$ cat src/hdl/sorted_table_binary_search_insert_unit_assert.svh
// Assertion macros shared by the sorted table search and insert unit.
`ifndef SORTED_TABLE_BINARY_SEARCH_INSERT_UNIT_ASSERT_SVH
`define SORTED_TABLE_BINARY_SEARCH_INSERT_UNIT_ASSERT_SVH

// Same-cycle implication, disabled while reset is asserted.
`define STBS_ASSERT_IMM(label, clk, rstn, ante, cons, msg) \
    label: assert property (@(posedge clk) disable iff (!rstn) (ante) |-> (cons)) \
        else $error(msg);

// Next-cycle implication, disabled while reset is asserted.
`define STBS_ASSERT_NEXT(label, clk, rstn, ante, cons, msg) \
    label: assert property (@(posedge clk) disable iff (!rstn) (ante) |=> (cons)) \
        else $error(msg);

`endif

$ cat src/hdl/stbs_pkg.sv
// Shared constants, codes and controller/datapath interface types.
package stbs_pkg;

    localparam int TABLE_DEPTH = 256;
    localparam int KEY_WIDTH   = 32;
    localparam int IDX_W       = $clog2(TABLE_DEPTH);
    localparam int CNT_W       = IDX_W + 1;

    localparam int OP_W        = 2;
    localparam int SLOT_W      = 8;
    localparam int POS_W       = 9;
    localparam int STATUS_W    = 2;
    localparam int COUNT_OUT_W = 9;

    localparam int S_TDATA_W   = ((KEY_WIDTH + SLOT_W + 7) / 8) * 8;
    localparam int S_TUSER_W   = OP_W;
    localparam int M_PAYLOAD_W = POS_W + 1 + STATUS_W + COUNT_OUT_W + KEY_WIDTH;
    localparam int M_TDATA_W   = ((M_PAYLOAD_W + 7) / 8) * 8;

    typedef enum logic [OP_W-1:0] {
        OP_INSERT = 2'd0,
        OP_FIND   = 2'd1,
        OP_READ   = 2'd2
    } op_t;

    typedef enum logic [STATUS_W-1:0] {
        STAT_OK       = 2'd0,
        STAT_FULL     = 2'd1,
        STAT_BAD_SLOT = 2'd2
    } status_t;

    typedef enum logic [3:0] {
        ST_IDLE,
        ST_DISPATCH,
        ST_READ_DATA,
        ST_FIRST_CMP,
        ST_PROBE_RD,
        ST_PROBE_CMP,
        ST_RESOLVE,
        ST_SCAN_RD,
        ST_SCAN_CMP,
        ST_SHIFT_PRIME,
        ST_SHIFT,
        ST_WRITE_KEY,
        ST_FINISH
    } state_t;

    typedef enum logic [2:0] {
        RD_ZERO,
        RD_SLOT,
        RD_MID,
        RD_PTR,
        RD_TOP,
        RD_SHIFT
    } rd_sel_t;

    typedef struct packed {
        logic    latch;
        rd_sel_t rd_sel;
        logic    res_full;
        logic    res_bad_slot;
        logic    res_read;
        logic    res_find;
        logic    idx_below;
        logic    search_init;
        logic    probe_issue;
        logic    probe_gt;
        logic    probe_lt;
        logic    probe_eq;
        logic    probe_end;
        logic    ptr_from_idx;
        logic    ptr_inc;
        logic    ins_from_idx;
        logic    ins_from_ptr;
        logic    ins_zero;
        logic    shift_start;
        logic    shift_step;
        logic    write_key;
        logic    out_load;
    } dp_cmd_t;

    typedef struct packed {
        logic [OP_W-1:0] op;
        logic            count_zero;
        logic            count_full;
        logic            slot_ok;
        logic            key_lt;
        logic            key_eq;
        logic            lo_gt_hi;
        logic            eq;
        logic            ptr_lt_count;
        logic            ins_lt_count;
        logic            shift_last;
        logic            out_free;
    } dp_stat_t;

endpackage

$ cat src/hdl/stbs_ctrl.sv
// Controller: sequences search, scan, shift and result delivery for one operation.
`include "sorted_table_binary_search_insert_unit_assert.svh"

module stbs_ctrl (
    input  logic               aclk,
    input  logic               aresetn,
    input  logic               s_tvalid,
    output logic               s_tready,
    input  stbs_pkg::dp_stat_t st,
    output stbs_pkg::dp_cmd_t  cmd
);
    import stbs_pkg::*;

    state_t state_reg, state_next;

    always_ff @(posedge aclk) begin
        if (!aresetn) begin
            state_reg <= ST_IDLE;
        end else begin
            state_reg <= state_next;
        end
    end

    always_comb begin
        state_next = state_reg;
        unique case (state_reg)
            ST_IDLE: begin
                if (s_tvalid) state_next = ST_DISPATCH;
            end
            ST_DISPATCH: begin
                unique case (st.op)
                    OP_INSERT: begin
                        if (st.count_full)      state_next = ST_FINISH;
                        else if (st.count_zero) state_next = ST_WRITE_KEY;
                        else                    state_next = ST_FIRST_CMP;
                    end
                    OP_FIND: begin
                        state_next = st.count_zero ? ST_RESOLVE : ST_FIRST_CMP;
                    end
                    OP_READ: begin
                        state_next = st.slot_ok ? ST_READ_DATA : ST_FINISH;
                    end
                    default: state_next = ST_FINISH;
                endcase
            end
            ST_READ_DATA:  state_next = ST_FINISH;
            ST_FIRST_CMP:  state_next = st.key_lt ? ST_RESOLVE : ST_PROBE_RD;
            ST_PROBE_RD:   state_next = st.lo_gt_hi ? ST_RESOLVE : ST_PROBE_CMP;
            ST_PROBE_CMP:  state_next = st.key_eq ? ST_RESOLVE : ST_PROBE_RD;
            ST_RESOLVE: begin
                if (st.op == OP_FIND) state_next = ST_FINISH;
                else if (st.eq)       state_next = ST_SCAN_RD;
                else                  state_next = ST_SHIFT_PRIME;
            end
            ST_SCAN_RD:     state_next = st.ptr_lt_count ? ST_SCAN_CMP : ST_SHIFT_PRIME;
            ST_SCAN_CMP:    state_next = st.key_eq ? ST_SCAN_RD : ST_SHIFT_PRIME;
            ST_SHIFT_PRIME: state_next = st.ins_lt_count ? ST_SHIFT : ST_WRITE_KEY;
            ST_SHIFT: begin
                if (st.shift_last) state_next = ST_WRITE_KEY;
            end
            ST_WRITE_KEY: state_next = ST_FINISH;
            ST_FINISH: begin
                if (st.out_free) state_next = ST_IDLE;
            end
            default: state_next = ST_IDLE;
        endcase
    end

    always_comb begin
        cmd      = '0;
        s_tready = 1'b0;
        unique case (state_reg)
            ST_IDLE: begin
                s_tready  = 1'b1;
                cmd.latch = s_tvalid;
            end
            ST_DISPATCH: begin
                unique case (st.op)
                    OP_INSERT: begin
                        if (st.count_full)      cmd.res_full = 1'b1;
                        else if (st.count_zero) cmd.ins_zero = 1'b1;
                        else                    cmd.rd_sel   = RD_ZERO;
                    end
                    OP_FIND: begin
                        cmd.idx_below = st.count_zero;
                        cmd.rd_sel    = RD_ZERO;
                    end
                    OP_READ: begin
                        cmd.res_bad_slot = !st.slot_ok;
                        cmd.rd_sel       = RD_SLOT;
                    end
                    default: cmd.rd_sel = RD_ZERO;
                endcase
            end
            ST_READ_DATA: cmd.res_read = 1'b1;
            ST_FIRST_CMP: begin
                cmd.idx_below   = st.key_lt;
                cmd.search_init = !st.key_lt;
            end
            ST_PROBE_RD: begin
                cmd.probe_end   = st.lo_gt_hi;
                cmd.probe_issue = !st.lo_gt_hi;
                cmd.rd_sel      = RD_MID;
            end
            ST_PROBE_CMP: begin
                cmd.probe_eq = st.key_eq;
                cmd.probe_lt = st.key_lt;
                cmd.probe_gt = !st.key_eq && !st.key_lt;
            end
            ST_RESOLVE: begin
                if (st.op == OP_FIND) cmd.res_find     = 1'b1;
                else if (st.eq)       cmd.ptr_from_idx = 1'b1;
                else                  cmd.ins_from_idx = 1'b1;
            end
            ST_SCAN_RD: begin
                cmd.ins_from_ptr = !st.ptr_lt_count;
                cmd.rd_sel       = RD_PTR;
            end
            ST_SCAN_CMP: begin
                cmd.ptr_inc      = st.key_eq;
                cmd.ins_from_ptr = !st.key_eq;
            end
            ST_SHIFT_PRIME: begin
                cmd.shift_start = st.ins_lt_count;
                cmd.rd_sel      = RD_TOP;
            end
            ST_SHIFT: begin
                cmd.shift_step = 1'b1;
                cmd.rd_sel     = RD_SHIFT;
            end
            ST_WRITE_KEY: cmd.write_key = 1'b1;
            ST_FINISH:    cmd.out_load  = st.out_free;
            default: begin
                cmd = '0;
            end
        endcase
    end

    `STBS_ASSERT_IMM(a_load_when_free, aclk, aresetn, cmd.out_load, st.out_free, "result loaded over an undelivered transfer")

endmodule

$ cat config.mk
export PLATFORM = sky130hd
export DESIGN_NAME = stbs_ctrl
export DESIGN_NICKNAME = d
export VERILOG_FILES = /design/src/hdl/stbs_pkg.sv /design/src/hdl/stbs_ctrl.sv
export VERILOG_INCLUDE_DIRS = /design/src /design/src/hdl
export SDC_FILE = /design/constraint.sdc
export NUM_CORES = 1
export LEC_CHECK = 0
export BUFFER_PORTS_ARGS = -buffer_cell sky130_fd_sc_hd__buf_4
export CAP_MARGIN = 10
export CORE_AREA = 2 2 48 50
export CTS_CLUSTER_SIZE = 25
export DETAILED_ROUTE_END_ITERATION = 8
export DIE_AREA = 0 0 50 52
export PLACE_DENSITY = 0.71
export SYNTH_ARGS = -nofsm -noshare
export SYNTH_HDL_FRONTEND = slang
export SYNTH_SLANG_ARGS = --single-unit
export TNS_END_PERCENT = 30
$ cat constraint.sdc
create_clock -name aclk -period 1.4 [get_ports aclk]
set_input_delay 0.14 -clock aclk [delete_from_list [all_inputs] [get_ports aclk]]
set_output_delay 0.14 -clock aclk [all_outputs]
set_load 0.05 [all_outputs]
# Word-level counts from Yosys, hierarchy flattened
# Cells that the tools add are included.
[op_classes]
n_eq_ne = 17
n_mux = 50
n_reduce_logical = 10
[ops]
columns = ["operator", "n"]
rows = [
  ["$pmux 4 s12", 1],
  ["$mux 4", 9],
  ["$mux 1", 30],
  ["$eq 4x4->1 const B", 5],
  ["$eq 4x3->1 const B", 4],
  ["$pmux 3 s5", 1],
  ["$pmux 4 s3", 1],
  ["$eq 4x2->1 const B", 2],
  ["$mux 2", 4],
  ["$mux 3", 2],
  ["$ne 2x2->1 const B", 3],
  ["$logic_not 1->1", 5],
  ["$eq 4x1->1 const B", 1],
  ["$logic_not 4->1", 1],
  ["$pmux 1 s2", 2],
  ["$reduce_and 3->1", 1],
  ["$eq 2x1->1 const B", 1],
  ["$eq 2x2->1 const B", 1],
  ["$logic_not 2->1", 1],
  ["$reduce_or 2->1", 1],
  ["$logic_and 1x1->1", 1],
]
[word_totals]
word_cells = 78
register_bits = 4

# Longest topological paths before layout
# Gate-level depths: netlist of the first run.
[logic_depth]
depth_word = 4
ltp_mapped = 6

# Least setup slack after synthesis of the first run
# OpenSTA, ideal clock, no wires.
[synth_path]
path_kind = "reg-to-output"
start = "reg state_reg[3]"
end = "out cmd[12] in the netlist's numbering"
arrival_time_ps = 2381
path_slack_ps = -1121
stages_incl_launch_ff = 4
path_cell_list = "dfxtp_1 buf_4 nor2_1 nor4b_1"
[synth_lines]
columns = ["element", "line_no", "rtl"]
rows = [
  ["from (decl)", "stbs_ctrl.sv:14", "state_t state_reg, state_next;"],
  ["from (signal assigned)", "stbs_ctrl.sv:20", "state_reg <= state_next;"],
  ["to (decl)", "stbs_ctrl.sv:10", "output stbs_pkg::dp_cmd_t cmd"],
]

==> results.md, run 1 <==
- Post-synth EDFFs: 0
- DR vias: 1194
- Arrival @ worst endpoint: 1.45 ns
- Type of origin of the critical path: flop
- Distinct cells, synth: 43
- Critical path required time: 1.26 ns
- Worst-path cell with the longest stage delay: dfxtp_4
- Total number of H-tree levels: 1
- Max IR drop VDD: 0.00128 V
- Max reg flops: 4
- Worst setup path endpoint: cmd[23]
- Slew @ Worst Pin: 0.323 ns
- Crit path kind: flop to output pin
- Buffers & Inverters on Critical Path: 3
- Initial antenna violation count: 0
- Area delta synth->final: 120%
- Root buffer selected by CTS: clkbuf_4
- Worst setup EP type: output pin
- Synth warn: 0
- Cell area power density: 2060 nW/um^2
- Worst stage delay on the critical path: 0.37 ns
- Syn nets: 134
- Full die area: 2600 sq um
- Sequential element share of the synthesized area: 10.3%
- Most common cell after layout, fill and taps aside: buf_4
- Layout cells sized above 1: 61.2%
- Die height: 52 um
- Period utilization: 113%
- Skew-Pair Late Insertion Delay: 0.24 ns
- Flops & latches, synth: 4
- Synth async-reset ratio: 0%
- Max cap viols: 0
- Reg2reg start: state_reg[1]
- Min-delay worst type: primary input to flop
- Largest net degree at the start of global routing: 14
- Clock Sinks: 4
- Final net count: 201
- WL per Instance: 16.6 um
- Total GRT Usage: 25.7%
- Crit-path cells: buf_12 -> nor4_4 -> buf_4 -> and2_4 -> buf_8
- Fin crit period: 1.59 ns
- Crit. Startpoint: state_reg[1]
- LEAKAGE: 0.745 nW
- CTS Buf Count: 3
- GPL Wtd Cong: 0.872
- Setup TNS Final: -2.93 ns
- ANT nets after route: 0
- Row cnt: 17
- Post-Route WL: 3500 um
- Syn Inst Count: 118
- Commonest non-fill, non-tap cells in the layout: 46 x buf_4, 18 x buf_6, 10 x nand2_1
- Count of buffers from port buffering: 40
- CP Max Fanout: 6
- Final core utilization: 81.0%
- Top FF cell, synth: dfxtp_1
- Final hold violations: 0
- First-pass GRT wire length: 5130 um
- Violated checks: negative setup slack
- Number of global-route vias before repair: 1169
- Worst path depth: 5
- RSZ-0062 raised after global routing: true
- Core box area: 2110 sq um
- Drt drc: 0
- Router iterations before antenna repair: 4
- Dpl hpwl: 2260 um
- Status: finished, violations left
- Die Wd: 50 um
- WHS: 0.146 ns
- Reg-to-reg critical path endpoint: state_reg[3]
- Fin. max-slew vios: 0
- Routed vias/inst: 5.66
- Initial Util: 36.8%
- Slew Limit Headroom: 78.4%
- Clock-pin slew on the worst setup and hold paths: 0.04 ns
- R2R setup slack: -0.12 ns
- TritonCTS clock tree: yes
- Worst Clk Skew: 0.00541 ns
- Delay-heaviest family, CP: buffers and inverters
- Setup ws final: -0.186 ns
- Post-synth design cell area: 776 sq um
- Peak Freq: 0.631 GHz
- ANT cells: 0
- Bufs on Longest Clock Path: 2
- Initial DRC Count: 35
- # IOs: 41
- Syn_area_per_cell: 6.57 sq um
- Final setup viols: 29
- Grt ovf: 0
- R2R depth: 6
- Hold Buf Count CTS: 0
## Yosys cell counts (2+ instances only)
library cell / number / area [sq um]
a21oi_1: 7 / 35.0
a221oi_1: 2 / 17.5
a31oi_1: 4 / 25.0
and2_1: 2 / 12.5
and3_1: 5 / 31.3
and4_1: 2 / 17.5
buf_1: 2 / 7.51
buf_2: 4 / 20.0
dfxtp_1: 4 / 80.1
inv_1: 5 / 18.8
nand2_1: 12 / 45.0
nand2b_1: 8 / 50.1
nor2_1: 9 / 33.8
nor2b_1: 6 / 37.5
nor3_1: 9 / 45.0
nor3b_1: 2 / 15.0
nor4b_1: 2 / 17.5
o2111ai_1: 2 / 17.5
o21a_1: 2 / 15.0
o21ai_0: 6 / 30.0
## worst reg2reg max path, stage by stage, from the launching register on
cell and delay (ns):
dfxtp_4 0.37, buf_12 0.14, nor4_4 0.28, buf_4 0.16, a221oi_4 0.06, o21a_1 0.12, a221o_1 0.28
## cell families after synthesis
| logic type | Yosys count | share of synthesized area [%] |
|---|---|---|
| compound gates | 31 | 26.3 |
| xor+xnor | 1 | 1.13 |
| buf+inv | 14 | 8.87 |
| flops | 4 | 10.3 |
| mux | 1 | 1.93 |
| simple gates | 67 | 51.5 |
## routing by layer
metal	global-route usage, %	wire length (um)	vias up
met2	45.6	1910	53
met5	0	0	-
li1	-	-	568
met4	15.3	55	0
met3	3.45	220	6
met1	29.2	1310	567
## power by group
| group | switching [W] | internal (W) | leakage, nW |
|---|---|---|---|
| sequential | 0.000184 | 0.000197 | 0.0356 |
| clock | 0.0000529 | 0.0000963 | 0.0138 |
| combinational | 0.00157 | 0.00141 | 0.696 |
## layout make-up
type                    instances  area (sq um)
clock buffers                   3          22.5
fillers                       135           400
inverters                       5          18.8
multi-input cells             100           871
flip-flops and latches          4          95.1
well taps                      28          35.0
repair buffers                 71           663
## worst min path at each step
| stage | startpoint | endpoint | depth (start not counted) |
|---|---|---|---|
| floorplan | aresetn | state_reg[2] | 1 |
| global placement | aresetn | state_reg[2] | 2 |
| detailed placement | aresetn | state_reg[2] | 2 |
| CTS | aresetn | state_reg[1] | 2 |
| global route | aresetn | state_reg[2] | 2 |
| finish | aresetn | state_reg[1] | 2 |
## per-stage QoR
| stage | instances | setup WS (ns) | power (W) | area [sq um] |
|---|---|---|---|---|
| after floorplan | 118 | -0.400 | 0.00179 | 907 |
| after global placement | 197 | -0.162 | 0.00249 | 1340 |
| after detailed placement | 197 | -0.161 | 0.00253 | 1340 |
| after CTS | 208 | -0.180 | 0.00321 | 1600 |
| after global routing | 211 | -0.240 | 0.00368 | 1710 |
| final | 211 | -0.186 | 0.00351 | 1710 |
## timing repair
action	in CTS	in global routing
resized for setup	49	18
buffers inserted	8	3
setup endpoints to repair	29	29
pin swaps	10	5
No activity file was read; power rests on OpenSTA's default activity.
==> inputs of run 2 (changes only) <==
--- a/config.mk
+++ b/config.mk
@@ -12,7 +12,9 @@
 export CTS_CLUSTER_SIZE = 25
 export DETAILED_ROUTE_END_ITERATION = 8
 export DIE_AREA = 0 0 50 52
+export HOLD_SLACK_MARGIN = 0.12
 export PLACE_DENSITY = 0.71
+export SKIP_CTS_REPAIR_TIMING = 1
 export SYNTH_ARGS = -nofsm -noshare
 export SYNTH_HDL_FRONTEND = slang
 export SYNTH_SLANG_ARGS = --single-unit
==> results.md, run 2 (synthesis results as in run 1) <==
- Status: finished, violations left (unchanged)
- Violated checks: negative setup slack (unchanged)
- Type of origin of the critical path: flop (unchanged)
- Post-layout instance count excluding filler cells: 204 (was 211)
- Worst hold start: aresetn (unchanged)
- Grt met1 use: 26.0% (was 29.2%)
- Total GRT Usage: 21.8% (was 25.7%)
- RSZ-0062 raised after global routing: true (unchanged)
- Reg2reg start: state_reg[1] (unchanged)
- Router iterations before antenna repair: 4 (unchanged)
- Final setup viols: 24 (was 29)
- Clock-pin slew on the worst setup and hold paths: 0.04 ns (about the same)
- Grt ovf: 0 (unchanged)
- WHS Endpoint: state_reg[1] (unchanged)
- Max cap viols: 0 (unchanged)
- Layout cells sized above 1: 59.1% (was 61.2%)
- Clock Sinks: 4 (unchanged)
- Dpl hpwl: 2260 um (unchanged)
- Initial DRC Count: 31 (was 35)
- Row cnt: 17 (unchanged)
- Max reg flops: 4 (unchanged)
- Filler cell count: 161 (was 135)
- # placed instances: 197 (unchanged)
- Hold depth: 2 (unchanged)
- WL per Instance: 15.2 um (was 16.6 um)
- Root buffer selected by CTS: clkbuf_4 (unchanged)
- TritonCTS clock tree: yes (unchanged)
- ANT nets after route: 0 (unchanged)
- Initial antenna violation count: 0 (unchanged)
- Met3 Use GR: 3.45% (unchanged)
- R2R setup slack: -0.03 ns (was -0.12 ns)
- Largest net degree at the start of global routing: 14 (unchanged)
- Routing usage on met2: 40.1% (was 45.6%)
- Die Wd: 50 um (unchanged)
- Final core utilization: 75.0% (was 81.0%)
- DR vias: 1136 (was 1194)
- Fin. max-slew vios: 0 (unchanged)
- Busiest grt layer: met2 (unchanged)
- ANT cells: 0 (unchanged)
- # IOs: 41 (unchanged)
- LEAKAGE: 0.705 nW (was 0.745 nW)
- Area delta synth->final: 104% (was 120%)
- Drt drc: 0 (unchanged)
- Full die area: 2600 sq um (unchanged)
- Most common cell after layout, fill and taps aside: buf_4 (unchanged)
- CP Max Fanout: 7 (was 6)
- Bufs on Longest Clock Path: 2 (unchanged)
- Number of global-route vias before repair: 991 (was 1169)
- Arrival @ worst endpoint: 1.47 ns (was 1.45 ns)
- Crit path kind: flop to output pin (unchanged)
- Cell area power density: 2020 nW/um^2 (was 2060 nW/um^2)
- Total number of H-tree levels: 1 (unchanged)
- CTS Buf Count: 3 (unchanged)
- Slew Limit Headroom: 79.1% (was 78.4%)
- Initial Util: 36.8% (unchanged)
- Final net count: 194 (was 201)
- Count of buffers from port buffering: 40 (unchanged)
- Setup TNS Final: -2.81 ns (was -2.93 ns)
- Core box area: 2110 sq um (unchanged)
- Slew @ Worst Pin: 0.313 ns (was 0.323 ns)
- Final hold violations: 0 (unchanged)
- First-pass GRT wire length: 4400 um (was 5130 um)
- Die height: 52 um (unchanged)
- Skew-Pair Late Insertion Delay: 0.24 ns (about the same)
- Fin crit period: 1.61 ns (was 1.59 ns)
- Max IR drop VDD: 0.00128 V (about the same)
- Post-Route WL: 3100 um (was 3500 um)
- Min-delay worst type: primary input to flop (unchanged)
- GPL Wtd Cong: 0.872 (unchanged)
- Setup ws final: -0.212 ns (was -0.186 ns)
- Worst Clk Skew: 0.00352 ns (was 0.00541 ns)
- R2R depth: 5 (was 6)
- Reg-to-reg critical path endpoint: state_reg[3] (unchanged)
- Commonest non-fill, non-tap cells in the layout: 47 x buf_4, 11 x buf_6, 10 x nand2_1 (was 46 x buf_4, 18 x buf_6, 10 x nand2_1)
- Critical path required time: 1.26 ns (about the same)
- Worst setup EP type: output pin (unchanged)
- Peak Freq: 0.620 GHz (was 0.631 GHz)
- Routed vias/inst: 5.57 (was 5.66)
- Period utilization: 115% (was 113%)
==> run 2: changes by cell type in the layout (fill, tap and decap cells not counted), moves of 2 or more <==
cell	previous run	this run
and3_1	2	4
and3_4	3	1
buf_6	18	11
nor2_2	2	4
nor2b_2	0	2
nor2b_4	4	2
==> run 2: critical path, stage by stage, from the launching register on <==
cell,delay (ns)
dfxtp_4,0.37
buf_12,0.14
nor4_4,0.30
buf_4,0.16
and2_4,0.13
buf_8,0.14
==> run 2: worst max-delay path by stage <==
stage | startpoint | to | slack (ns) | cells past startpoint
final | state_reg[1] | cmd[23] | -0.21 | 5
after global routing | state_reg[1] | cmd[23] | -0.27 | 5
after CTS | state_reg[0] | cmd[20] | -0.41 | 6
after detailed placement | state_reg[0] | state_reg[3] | -0.16 | 5
after global placement | state_reg[0] | state_reg[2] | -0.16 | 5
after floorplan | state_reg[0] | state_reg[3] | -0.40 | 5
==> run 2: final cells by class <==
type	instances	area [sq um]	area share (%)
Timing Repair Buffer	64	572	36.2
Inverter	5	18.8	1.19
Multi-Input combinational cell	100	837	53.0
Tap cell	28	35.0	2.22
Sequential cell	4	95.1	6.02
Clock buffer	3	22.5	1.43
==> run 2: metal layers <==
layer  vias to the layer above  part of all wire, %
met5                         -                    0
met4                         0                  1.6
met3                         6                  4.7
met2                        41                   52
met1                       538                   42
li1                        551                    -
==> run 2: where the power goes <==
group,total [W],switching (W),internal [W]
logic,0.00267,0.00144,0.00122
registers,0.000383,0.000186,0.000197
clock network,0.000145,0.0000493,0.0000960
==> run 2: stage by stage <==
step           area, sq um  hold slack (ns)  setup WS (ns)  total power [W]
3_5_place_dp          1340            0.383         -0.161          0.00253
6_report              1580            0.151         -0.212          0.00319
5_1_grt               1580            0.156         -0.268          0.00339
3_3_place_gp          1340            0.376         -0.162          0.00249
2_1_floorplan          907            0.258         -0.400          0.00179
4_1_cts               1360            0.144         -0.409          0.00269
==> inputs of run 3 (changes only) <==
--- a/config.mk
+++ b/config.mk
@@ -8,13 +8,15 @@
 export LEC_CHECK = 0
 export BUFFER_PORTS_ARGS = -buffer_cell sky130_fd_sc_hd__buf_4
 export CAP_MARGIN = 10
-export CORE_AREA = 2 2 48 50
+export CORE_AREA = 2 2 46 48
+export CTS_BUF_LIST = sky130_fd_sc_hd__clkbuf_4 sky130_fd_sc_hd__clkbuf_8
 export CTS_CLUSTER_SIZE = 25
 export DETAILED_ROUTE_END_ITERATION = 8
-export DIE_AREA = 0 0 50 52
+export DIE_AREA = 0 0 48 50
 export HOLD_SLACK_MARGIN = 0.12
-export PLACE_DENSITY = 0.71
+export PLACE_DENSITY = 0.77
 export SKIP_CTS_REPAIR_TIMING = 1
+export SLEW_MARGIN = 30
 export SYNTH_ARGS = -nofsm -noshare
 export SYNTH_HDL_FRONTEND = slang
 export SYNTH_SLANG_ARGS = --single-unit
==> results.md, run 3 (synthesis results as in run 1) <==
- Die Wd: 48 um (was 50 um)
- Layout cells sized above 1: 62.7% (was 59.1%)
- DR vias: 1321 (was 1136)
- Critical path required time: 1.26 ns (about the same)
- Count of buffers from port buffering: 40 (unchanged)
- TritonCTS clock tree: yes (unchanged)
- Slew Limit Headroom: 75.0% (was 79.1%)
- CTS Buf Count: 3 (unchanged)
- Switching pwr: 0.00187 W (was 0.00168 W)
- Initial DRC Count: 93 (was 31)
- R2R depth: 6 (was 5)
- Drt drc: 0 (unchanged)
- ANT nets after route: 0 (unchanged)
- Full die area: 2400 sq um (was 2600 sq um)
- Worst setup EP type: output pin (unchanged)
- Initial Util: 40.8% (was 36.8%)
- Most common cell after layout, fill and taps aside: buf_4 (unchanged)
- Post-layout instance count excluding filler cells: 212 (was 204)
- Largest net degree at the start of global routing: 18 (was 14)
- Setup Slack @ Placement: -0.123 ns (was -0.161 ns)
- Initial antenna violation count: 0 (unchanged)
- Sw Ratio: 53.1% (was 52.6%)
- Final setup viols: 29 (was 24)
- Grt ovf: 0 (unchanged)
- Sequential Power Share: 9.2% (was 12.0%)
- LEAKAGE: 0.756 nW (was 0.705 nW)
- GPL Wtd Cong: 0.900 (was 0.872)
- Fin. max-slew vios: 0 (unchanged)
- Die height: 50 um (was 52 um)
- CP Max Fanout: 16 (was 7)
- Number of global-route vias before repair: 1070 (was 991)
- Post-Route WL: 4300 um (was 3100 um)
- Clock-pin slew on the worst setup and hold paths: 0.04 ns (about the same)
- # IOs: 41 (unchanged)
- WHS Endpoint: state_reg[1] (unchanged)
- Reg2reg start: state_reg[3] (was state_reg[1])
- Power share of the combinational group: 86.3% (was 83.5%)
- Cell area power density: 2050 nW/um^2 (was 2020 nW/um^2)
- Area delta synth->final: 121% (was 104%)
- Routed vias/inst: 6.23 (was 5.57)
- Type of origin of the critical path: flop (unchanged)
- Max IR drop VDD: 0.00141 V (was 0.00128 V)
- Max cap viols: 0 (unchanged)
- Arrival @ worst endpoint: 1.51 ns (was 1.47 ns)
- R2R setup slack: -0.13 ns (was -0.03 ns)
- Total number of H-tree levels: 1 (unchanged)
- Total GRT Usage: 25.1% (was 21.8%)
- Dpl hpwl: 2280 um (was 2260 um)
- # placed instances: 199 (was 197)
- Hold depth: 2 (unchanged)
- WL per Instance: 20.3 um (was 15.2 um)
- Int Power: 0.00165 W (was 0.00151 W)
- Status: finished, violations left (unchanged)
- Fin crit period: 1.65 ns (was 1.61 ns)
- Row cnt: 16 (was 17)
- Reg-to-reg critical path endpoint: state_reg[1] (was state_reg[3])
- Bufs on Longest Clock Path: 2 (unchanged)
- Commonest non-fill, non-tap cells in the layout: 42 x buf_4, 26 x buf_6, 8 x nand2_1 (was 47 x buf_4, 11 x buf_6, 10 x nand2_1)
- Min-delay worst type: primary input to flop (unchanged)
- Period utilization: 118% (was 115%)
- Worst hold start: aresetn (unchanged)
- Finished Cell Area: 1710 sq um (was 1580 sq um)
- ANT cells: 0 (unchanged)
- Slew @ Worst Pin: 0.372 ns (was 0.313 ns)
- Max reg flops: 4 (unchanged)
- Worst Clk Skew: 0.00410 ns (was 0.00352 ns)
- First-pass GRT wire length: 4420 um (was 4400 um)
- Setup ws final: -0.255 ns (was -0.212 ns)
- RSZ-0062 raised after global routing: true (unchanged)
- Clk pwr share: 4.4% (was 4.6%)
- Clock Sinks: 4 (unchanged)
- Violated checks: negative setup slack (unchanged)
- Root buffer selected by CTS: clkbuf_4 (unchanged)
- Placed Area: 1360 sq um (was 1340 sq um)
- Peak Freq: 0.604 GHz (was 0.620 GHz)
- Crit path kind: flop to output pin (unchanged)
- Final hold violations: 0 (unchanged)
- Core box area: 1900 sq um (was 2110 sq um)
- Router iterations before antenna repair: 4 (unchanged)
- Skew-Pair Late Insertion Delay: 0.25 ns (was 0.24 ns)
- Final net count: 203 (was 194)
## run 3: cell types whose count changed in the layout (fill, tap and decap cells not counted), moves of 2 or more
cell	previous run	this run
nand2_2	1	4
nor2_4	0	2
buf_8	5	3
buf_6	11	26
nand2_1	10	8
nor2_1	5	3
buf_4	47	42
## run 3: final cells by class
| class | count | area [sq um] |
|---|---|---|
| Clock buffer | 3 | 22.5 |
| Timing Repair Buffer | 73 | 678 |
| Multi-Input combinational cell | 100 | 866 |
| Fill cell | 84 | 190 |
| Inverter | 5 | 18.8 |
| Sequential cell | 4 | 92.6 |
| Tap cell | 27 | 33.8 |
## run 3: how the worst max path moves through the flow
stage | start | end | slack [ns] | depth (start not counted)
4_1_cts | state_reg[0] | cmd[18] | -0.40 | 5
5_1_grt | state_reg[3] | cmd[8] | -0.28 | 5
2_1_floorplan | state_reg[0] | state_reg[3] | -0.40 | 5
3_5_place_dp | state_reg[0] | cmd[18] | -0.12 | 5
6_report | state_reg[3] | cmd[8] | -0.25 | 5
3_3_place_gp | state_reg[0] | state_reg[1] | -0.07 | 3
## run 3: critical path: stages, from the launching register on
cell and delay [ns]:
dfxtp_2 0.32, buf_12 0.15, nand4bb_4 0.21, nor3b_2 0.28, buf_4 0.17, buf_8 0.13
## run 3: metrics by stage
stage	hold slack (ns)	TNS (ns)	utilization, %	total power [W]
2_1_floorplan	0.258	-3.12	-	0.00179
3_3_place_gp	0.370	-0.289	71.6	0.00249
3_5_place_dp	0.372	-0.726	71.6	0.00254
4_1_cts	0.119	-6.12	72.8	0.00270
5_1_grt	0.159	-5.07	90.0	0.00364
6_report	0.164	-4.06	90.0	0.00351
## run 3: per-layer routing
layer / GRT usage, % / part of all wire (%) / up-vias / routed length, um
met3: 3.66 / 8.6 / 22 / 372
met4: 11.7 / 3.7 / 0 / 160
met2: 40.9 / 51 / 96 / 2190
met1: 30.9 / 37 / 633 / 1580
met5: 0 / 0 / - / 0
li1: - / - / 570 / -
## run 3: power groups by stage
stage	registers (W)	logic (W)	clock network [W]
finish	0.000325	0.00303	0.000156
global route	0.000330	0.00315	0.000161
CTS	0.000267	0.00228	0.000156
detailed placement	0.000268	0.00227	0
global placement	0.000261	0.00223	0
floorplan	0.000225	0.00157	0
